File: src/sv/rpn_dse_pkg.sv
`timescale 1ns / 1ps
// ----------------------------------------------------------------------------
// RPN stack evaluator package
// Character codes, widths and the controller state type.
// ----------------------------------------------------------------------------
package rpn_dse_pkg;

    localparam int DATA_W    = 32;
    localparam int SYM_W     = 8;
    localparam int DIV_CNT_W = 5;
    localparam int RADIX     = 10;

    localparam logic [SYM_W-1:0] CH_PLUS  = 8'h2B;
    localparam logic [SYM_W-1:0] CH_MINUS = 8'h2D;
    localparam logic [SYM_W-1:0] CH_MUL   = 8'h2A;
    localparam logic [SYM_W-1:0] CH_DIV   = 8'h2F;
    localparam logic [SYM_W-1:0] CH_ZERO  = 8'h30;

    typedef logic [DATA_W-1:0] data_t;
    typedef logic [SYM_W-1:0]  sym_t;

    typedef enum logic [9:0] {
        S_IDLE   = 10'b00_0000_0001,
        S_DECODE = 10'b00_0000_0010,
        S_RD_B   = 10'b00_0000_0100,
        S_RD_A   = 10'b00_0000_1000,
        S_EXEC   = 10'b00_0001_0000,
        S_DIV    = 10'b00_0010_0000,
        S_FIX    = 10'b00_0100_0000,
        S_WR     = 10'b00_1000_0000,
        S_FINISH = 10'b01_0000_0000,
        S_OUT    = 10'b10_0000_0000
    } state_t;

endpackage

File: src/sv/rpn_digit_stack_evaluator_core.sv
`timescale 1ns / 1ps
// ----------------------------------------------------------------------------
// RPN digit stack evaluator
// Evaluates reverse Polish expressions fed one character per word, on a
// value stack held in a synchronous single-port-write, one-read memory.
//
//   channel | direction | ports                                   | word
//   s_      | in        | s_symbol, s_end_of_expression           | one char
//   m_      | out       | m_answer, m_answer_valid, m_divide_by_  | one answer
//           |           | zero_seen, m_stack_overflow_seen        |
//
// Each word passes S_DECODE; + - * also read two operands, and / adds the 32-step
// restoring divider (S_DIV, S_FIX); end of expression adds S_OUT for the pop.
// The stack memory has a registered read; operands are read back one per cycle.
// Reset: synchronous, active low; clears depth, flags and control, no sweep.
// A waiting answer does not block input until the next end of expression.
// ----------------------------------------------------------------------------
module rpn_digit_stack_evaluator_core
    import rpn_dse_pkg::*;
#(
    parameter int STACK_DEPTH = 16
) (
    input  logic                     aclk,
    input  logic                     aresetn,
    input  logic                     s_valid,
    output logic                     s_ready,
    input  logic [SYM_W-1:0]         s_symbol,
    input  logic                     s_end_of_expression,
    output logic                     m_valid,
    input  logic                     m_ready,
    output logic signed [DATA_W-1:0] m_answer,
    output logic                     m_answer_valid,
    output logic                     m_divide_by_zero_seen,
    output logic                     m_stack_overflow_seen
);

    localparam int AW = (STACK_DEPTH > 1) ? $clog2(STACK_DEPTH) : 1;
    localparam int DW = $clog2(STACK_DEPTH + 1);

    data_t mem [STACK_DEPTH];
    data_t rd_data_reg;

    logic          mem_we;
    logic [AW-1:0] mem_waddr;
    data_t         mem_wdata;
    logic          mem_re;
    logic [AW-1:0] mem_raddr;

    state_t                 state_reg, state_next;
    sym_t                   sym_reg, sym_next;
    logic                   eoe_reg, eoe_next;
    logic [DW-1:0]          depth_reg, depth_next;
    logic                   dz_reg, dz_next;
    logic                   ov_reg, ov_next;
    data_t                  a_reg, a_next;
    data_t                  b_reg, b_next;
    data_t                  res_reg, res_next;
    data_t                  rem_reg, rem_next;
    data_t                  quo_reg, quo_next;
    data_t                  dvs_reg, dvs_next;
    logic                   neg_reg, neg_next;
    logic [DIV_CNT_W-1:0]   cnt_reg, cnt_next;
    logic                   m_valid_reg, m_valid_next;
    data_t                  m_answer_reg, m_answer_next;
    logic                   m_aval_reg, m_aval_next;
    logic                   m_dz_reg, m_dz_next;
    logic                   m_ov_reg, m_ov_next;

    logic                   is_digit;
    logic                   is_op;
    logic                   full;
    logic                   out_free;
    logic [2*DATA_W-1:0]    prod;
    data_t                  a_mag;
    data_t                  b_mag;
    logic [DATA_W:0]        div_shift;
    logic [DATA_W:0]        div_diff;

    assign is_digit = (sym_reg >= CH_ZERO) && (sym_reg < (CH_ZERO + SYM_W'(RADIX)));
    assign is_op    = (sym_reg == CH_PLUS) || (sym_reg == CH_MINUS) ||
                      (sym_reg == CH_MUL) || (sym_reg == CH_DIV);
    assign full     = (depth_reg == DW'(STACK_DEPTH));
    assign out_free = !m_valid_reg || m_ready;
    assign prod     = a_reg * b_reg;
    assign a_mag    = a_reg[DATA_W-1] ? (DATA_W'(0) - a_reg) : a_reg;
    assign b_mag    = b_reg[DATA_W-1] ? (DATA_W'(0) - b_reg) : b_reg;
    assign div_shift = {rem_reg, quo_reg[DATA_W-1]};
    assign div_diff  = div_shift - {1'b0, dvs_reg};

    assign s_ready               = (state_reg == S_IDLE);
    assign m_valid               = m_valid_reg;
    assign m_answer              = m_answer_reg;
    assign m_answer_valid        = m_aval_reg;
    assign m_divide_by_zero_seen = m_dz_reg;
    assign m_stack_overflow_seen = m_ov_reg;

    always_comb begin
        state_next    = state_reg;
        sym_next      = sym_reg;
        eoe_next      = eoe_reg;
        depth_next    = depth_reg;
        dz_next       = dz_reg;
        ov_next       = ov_reg;
        a_next        = a_reg;
        b_next        = b_reg;
        res_next      = res_reg;
        rem_next      = rem_reg;
        quo_next      = quo_reg;
        dvs_next      = dvs_reg;
        neg_next      = neg_reg;
        cnt_next      = cnt_reg;
        m_valid_next  = m_valid_reg && !m_ready;
        m_answer_next = m_answer_reg;
        m_aval_next   = m_aval_reg;
        m_dz_next     = m_dz_reg;
        m_ov_next     = m_ov_reg;
        mem_we        = 1'b0;
        mem_waddr     = depth_reg[AW-1:0];
        mem_wdata     = res_reg;
        mem_re        = 1'b0;
        mem_raddr     = AW'(depth_reg - DW'(1));

        case (state_reg)
            S_IDLE: begin
                if (s_valid) begin
                    sym_next   = s_symbol;
                    eoe_next   = s_end_of_expression;
                    state_next = S_DECODE;
                end
            end
            S_DECODE: begin
                state_next = S_FINISH;
                if (is_digit) begin
                    if (full) begin
                        ov_next = 1'b1;
                    end else begin
                        mem_we     = 1'b1;
                        mem_wdata  = DATA_W'(sym_reg - CH_ZERO);
                        depth_next = depth_reg + DW'(1);
                    end
                end else if (is_op && (depth_reg >= DW'(2))) begin
                    mem_re     = 1'b1;
                    state_next = S_RD_B;
                end
            end
            S_RD_B: begin
                b_next     = rd_data_reg;
                mem_re     = 1'b1;
                mem_raddr  = AW'(depth_reg - DW'(2));
                state_next = S_RD_A;
            end
            S_RD_A: begin
                a_next     = rd_data_reg;
                depth_next = depth_reg - DW'(2);
                state_next = S_EXEC;
            end
            S_EXEC: begin
                state_next = S_WR;
                if (sym_reg == CH_PLUS) begin
                    res_next = a_reg + b_reg;
                end else if (sym_reg == CH_MINUS) begin
                    res_next = a_reg - b_reg;
                end else if (sym_reg == CH_MUL) begin
                    res_next = prod[DATA_W-1:0];
                end else if (b_reg == '0) begin
                    dz_next    = 1'b1;
                    state_next = S_FINISH;
                end else begin
                    rem_next   = '0;
                    quo_next   = a_mag;
                    dvs_next   = b_mag;
                    neg_next   = a_reg[DATA_W-1] ^ b_reg[DATA_W-1];
                    cnt_next   = '0;
                    state_next = S_DIV;
                end
            end
            S_DIV: begin
                if (!div_diff[DATA_W]) begin
                    rem_next = div_diff[DATA_W-1:0];
                    quo_next = {quo_reg[DATA_W-2:0], 1'b1};
                end else begin
                    rem_next = div_shift[DATA_W-1:0];
                    quo_next = {quo_reg[DATA_W-2:0], 1'b0};
                end
                cnt_next = cnt_reg + DIV_CNT_W'(1);
                if (cnt_reg == '1) begin
                    state_next = S_FIX;
                end
            end
            S_FIX: begin
                res_next   = neg_reg ? (DATA_W'(0) - quo_reg) : quo_reg;
                state_next = S_WR;
            end
            S_WR: begin
                mem_we     = 1'b1;
                depth_next = depth_reg + DW'(1);
                state_next = S_FINISH;
            end
            S_FINISH: begin
                if (!eoe_reg) begin
                    state_next = S_IDLE;
                end else begin
                    mem_re     = (depth_reg != '0);
                    state_next = S_OUT;
                end
            end
            S_OUT: begin
                if (out_free) begin
                    m_valid_next  = 1'b1;
                    m_answer_next = (depth_reg != '0) ? rd_data_reg : '0;
                    m_aval_next   = (depth_reg != '0);
                    m_dz_next     = dz_reg;
                    m_ov_next     = ov_reg;
                    depth_next    = '0;
                    dz_next       = 1'b0;
                    ov_next       = 1'b0;
                    state_next    = S_IDLE;
                end
            end
            default: begin
                state_next = S_IDLE;
            end
        endcase
    end

    always_ff @(posedge aclk) begin
        if (mem_we) begin
            mem[mem_waddr] <= mem_wdata;
        end
        if (mem_re) begin
            rd_data_reg <= mem[mem_raddr];
        end
    end

    always_ff @(posedge aclk) begin
        if (!aresetn) begin
            state_reg   <= S_IDLE;
            depth_reg   <= '0;
            dz_reg      <= 1'b0;
            ov_reg      <= 1'b0;
            m_valid_reg <= 1'b0;
        end else begin
            state_reg   <= state_next;
            depth_reg   <= depth_next;
            dz_reg      <= dz_next;
            ov_reg      <= ov_next;
            m_valid_reg <= m_valid_next;
        end
        sym_reg      <= sym_next;
        eoe_reg      <= eoe_next;
        a_reg        <= a_next;
        b_reg        <= b_next;
        res_reg      <= res_next;
        rem_reg      <= rem_next;
        quo_reg      <= quo_next;
        dvs_reg      <= dvs_next;
        neg_reg      <= neg_next;
        cnt_reg      <= cnt_next;
        m_answer_reg <= m_answer_next;
        m_aval_reg   <= m_aval_next;
        m_dz_reg     <= m_dz_next;
        m_ov_reg     <= m_ov_next;
    end

    a_depth_bound: assert property (@(posedge aclk) disable iff (!aresetn)
        depth_reg <= DW'(STACK_DEPTH))
        else $error("stack depth beyond capacity");

    a_write_in_range: assert property (@(posedge aclk) disable iff (!aresetn)
        mem_we |-> (depth_reg < DW'(STACK_DEPTH)))
        else $error("stack write past capacity");

    a_operands_present: assert property (@(posedge aclk) disable iff (!aresetn)
        (state_reg == S_RD_B) |-> (depth_reg >= DW'(2)))
        else $error("operand read with fewer than two entries");

    a_div_done: assert property (@(posedge aclk) disable iff (!aresetn)
        (state_reg == S_DIV && cnt_reg == '1) |=> (state_reg == S_FIX))
        else $error("divider did not finish after last step");

    a_clear_after_answer: assert property (@(posedge aclk) disable iff (!aresetn)
        (state_reg == S_OUT && out_free) |=>
            (depth_reg == '0 && !dz_reg && !ov_reg && m_valid_reg))
        else $error("state not cleared after answer");

endmodule
File: config.mk
export PLATFORM = sky130hd
export DESIGN_NAME = rpn_digit_stack_evaluator_core
export DESIGN_NICKNAME = d
export VERILOG_FILES = /design/src/sv/rpn_dse_pkg.sv /design/src/sv/rpn_digit_stack_evaluator_core.sv
export SDC_FILE = /design/constraint.sdc
export NUM_CORES = 2
export LEC_CHECK = 0
export BUFFER_PORTS_ARGS = -buffer_cell sky130_fd_sc_hd__buf_2
export CAP_MARGIN = 20
export CELL_PAD_IN_SITES_DETAIL_PLACEMENT = 0
export CELL_PAD_IN_SITES_GLOBAL_PLACEMENT = 1
export CORE_MARGIN = 4
export CORE_UTILIZATION = 30
export CTS_CLUSTER_DIAMETER = 40
export DETAILED_ROUTE_END_ITERATION = 12
export PLACE_DENSITY = 0.62
export SYNTH_ARGS = -nofsm -noshare
export SYNTH_HDL_FRONTEND = slang
export SYNTH_SLANG_ARGS = --single-unit
export TNS_END_PERCENT = 20
File: constraint.sdc
create_clock -name aclk -period 21.5 [get_ports aclk]
set_input_delay 6.45 -clock aclk [delete_from_list [all_inputs] [get_ports aclk]]
set_output_delay 6.45 -clock aclk [all_outputs]
set_load 0.02 [all_outputs]
==> flow_results.org <==
** Clocking
- TritonCTS clock tree :: done
- Max clock buf depth :: 3
- Total of cells resized after clock tree synthesis :: 0
- The cell sitting at the root of the clock tree is a clkbuf_16.
- Clock tree synthesis found a total of 804 sinks.
- Number of levels in the clock H-tree :: 3
- Buffers inserted by post-CTS timing repair :: 0
- Clk Latency, worst-skew pair :: 740 ps
- Clock slew at the register clock pins of the worst setup and hold paths :: 60 ps
- Buffers inserted during clock tree synthesis total 117.
- Count of hold-fix buffers inserted at cts :: 0

** Worst setup path
- Kind of end point of the critical path :: output pin
- Kind of launch point of the worst setup path :: flop
- Type of the worst setup path :: flop to output pin
- Worst path most repeated cell :: nor3_1
- Worst path cell trace :: nor3_1, nand2_1, nor3_1, nand3b_1, inv_1, buf_2
- Slowest CP cell :: dfxtp_1
- For this run, the slowest stage of the critical path takes 370 ps.
- Data required time at the worst endpoint :: 15050 ps
- In this run the worst path has a maximum fanout of 5.
- Worst endpoint data arrival time :: 2200 ps

** Routing
- For this run, design rule violations remaining after detail routing come to 0.
- Dividing the detail-routed via count by the number of cells gives 5.05.
- Dividing the detail-routed wire length by the instance count gives 23.0 um.
- Detailed Routing Iterations Pass 1 :: 5
- Initial detailed-routing violation count :: 3041
- After detailed routing, the total wire length is 170 mm.
- Antenna Nets Post-Route :: 0
- Vias :: 37.2k

** Cells and area
- In the final design database the tool counted 5578 nets.
- Post-route non-filler standard cell count :: 7376
- Number of diodes :: 0
- Compared with the post-synthesis result, the final layout area differs by 13.3%.
- Layout cell share with drive strength beyond 1 :: 8.31%
- Flip-flop count of the largest register after layout :: 512
- Counting flops per register, the top entry is mem.

** Worst hold path
- The path class of the tightest hold or removal check is flop to flop.

** Global route
- Met3 routing resource usage after global routing :: 2.34%
- Vias in the first global route :: 37.8k
- Overflow after GRT :: 0
- Grt met2 use :: 31.2%
- The number of antenna violations at the first check in global routing was 8.
- First-pass GRT wire length :: 253 mm
- Global routing usage summed across all routing layers :: 18.1%
- Entering global routing, the biggest net connects 186 pins.
- Grt met1 use :: 24.1%
- The layer flagged by global routing as most heavily used is met2.

** Job
- Max-cap violations in this run came to 0.

** Floorplanning
- The initialized floorplan defines 155 standard-cell rows.
- The floorplan step set the die height to 432 um.
- The floorplan step defined a die boundary enclosing 186000 um2.
- Floorplan Core Area :: 178000 um2
- 50 I/O pins were placed.
- Effective utilization at floorplan :: 30.2%
- Measured along the x axis, the die boundary spans 432 um.

** Timing
- Setup-violating endpoint count in the final report :: 0
- The count of endpoints failing hold in the final timing report came to 0.
- After layout, the worst path uses 40.2% of the clock period.
- The routed design could run at a clock period as short as 8650 ps.
- Fin. max-slew vios :: 0
- Least-Margin Pin Slew :: 1090 ps
- Maximum operating frequency :: 116 MHz
- For the final database, setup skew stands at 64.4 ps.
- Setup repair after global routing left no endpoint under its margin.
- For the final routed database, the setup TNS stands at 0 ps.
- Max-Slew Margin vs Limit :: 26.2%

** Synthesis
- Counting distinct cell types in the post-synthesis netlist gives 87.
- For this run, the number of Yosys warnings is 0.
- Summing every instance area after synthesis gives 53800 um2.
- Share of synthesized area occupied by flip-flops and latches :: 44.5%
- Async set-or-reset flop fraction in the synthesized netlist :: 0%
- Sorting the synthesized cells by area gives the leading types as edfxtp_1, fa_1, ha_1.
- The biggest area contributor in the post-synthesis netlist is edfxtp_1.
- In the synthesized netlist the dominant register cell turns out to be edfxtp_1.
- Among all cell types in the netlist, the one instantiated most often is edfxtp_1.
- In this run, synthesis inferred 786 flip-flops with an integrated enable.
- After technology mapping, the gate count stands at 4944.
- Synthesized netlist net count :: 5599
- Each instance of the synthesized netlist takes up on average 10.9 um2.
- Synthesis inferred 804 register bits.
- In the synthesized netlist, the cells that appear most often are edfxtp_1, nand2_1, inv_1.
- After synthesis, the largest area contributor takes up 43.8% of total cell area.

** Pwr
- In this run the power density over the cells is 60.5 nW/um2.
- Leakage component of the power :: 23.1 nW
- After layout, the design draws a total of 3.69 mW.
- VDD sags by at most 0.0622 mV.

** Placement
- Port buffering added 49 buffers.
- HPWL after DPL :: 111 mm
- After detailed placement, the design holds a cell count of 7159.
- The congestion estimate from routability-driven global placement came to 0.917.

** Status
- The flow ran to the end, and the final reports show no timing, DRC or antenna violations.
## metal layers
metal	vias up	share of wire [%]
met4	2	2.7
met5	-	0.0041
li1	16997	-
met2	1032	49
met1	18937	43
met3	251	5.2
## report_power, final
group	internal, mW	switching, mW	total [mW]
logic	0.0116	0.0254	0.0369
registers	1.70	0.00410	1.71
clock network	1.18	0.768	1.95
## stage by stage
step                utilization, %  cell area, um2  setup WS, ps  hold slack [ps]
floorplan                        -           53800         13060              402
finish                        34.2           61000         12850              436
global route                  34.2           61000         12660              440
CTS                           34.2           61000         12830              435
detailed placement            31.9           57000         13200              421
global placement              31.9           56900         13280              412
## worst paths after layout
check / endpoint / depth (start not counted) / slack, ps / startpoint
max: s_ready / 6 / 12850 / state_reg[5]
min: m_divide_by_zero_seen / 0 / 440 / dz_reg
max reg2reg: res_reg[31] / 23 / 13040 / b_reg[12]
min reg2reg: m_divide_by_zero_seen / 0 / 440 / dz_reg
## area by class of cell
cell class / instances / area [um2]
Fill cell: 17851 / 117000
Timing Repair Buffer: 150 / 1040
Inverter: 505 / 1900
Sequential cell: 804 / 24000
Clock buffer: 128 / 3020
Multi-Input combinational cell: 3345 / 27100
Tap cell: 2355 / 2950
Clock inverter: 89 / 1020
## cells by family after synthesis
| logic type | after synthesis | synth area share (%) |
|---|---|---|
| DFF | 804 | 44.5 |
| muxes | 19 | 0.365 |
| xor gates and xnor gates | 229 | 3.73 |
| AOI/OAI and AO/OA | 933 | 11.5 |
| adders and majority gates | 642 | 20.7 |
| buffers and inverters | 795 | 5.57 |
| and+or+nand+nor | 1522 | 13.7 |
## placed cells by master (no fill, tap or decap), types with 14 or more instances in the layout
master     synthesis  routed
o21a_1            16      16
clkbuf_16          0     119
a31oi_1           79      79
clkinv_2           0      14
nor2b_1           15      14
nand3_1           46      46
buf_2              4      49
or4_1             15      15
or3_1             23      23
inv_1            500     499
buf_4              0      98
nand2_1          669     669
o22ai_1           20      20
and2_1           421     421
a21oi_1          208     207
fa_1             411     411
o21bai_1          22      22
ha_1             231     231
nor2_4             0      16
a311oi_1          66      66
o211ai_1          14      14
xnor2_1          151     149
dfxtp_1           18      18
edfxtp_1         786     786
o21ai_0          160     158
clkinv_1           3      14
a211oi_1         187     187
inv_6              0      16
o31ai_1           35      35
xor2_1            78      77
a21o_1            38      38
nor3_1            37      36
nor2_1           195     179
nand2b_1          20      20
## worst max-delay path, delay by kind of cell, from the launching register on
| family | cells | cell delay [ps] |
|---|---|---|
| DFF | 1 | 370 |
| buffers and inverters | 2 | 320 |
| and+or+nand+nor | 4 | 780 |
(Power assumes the default switching activity.)
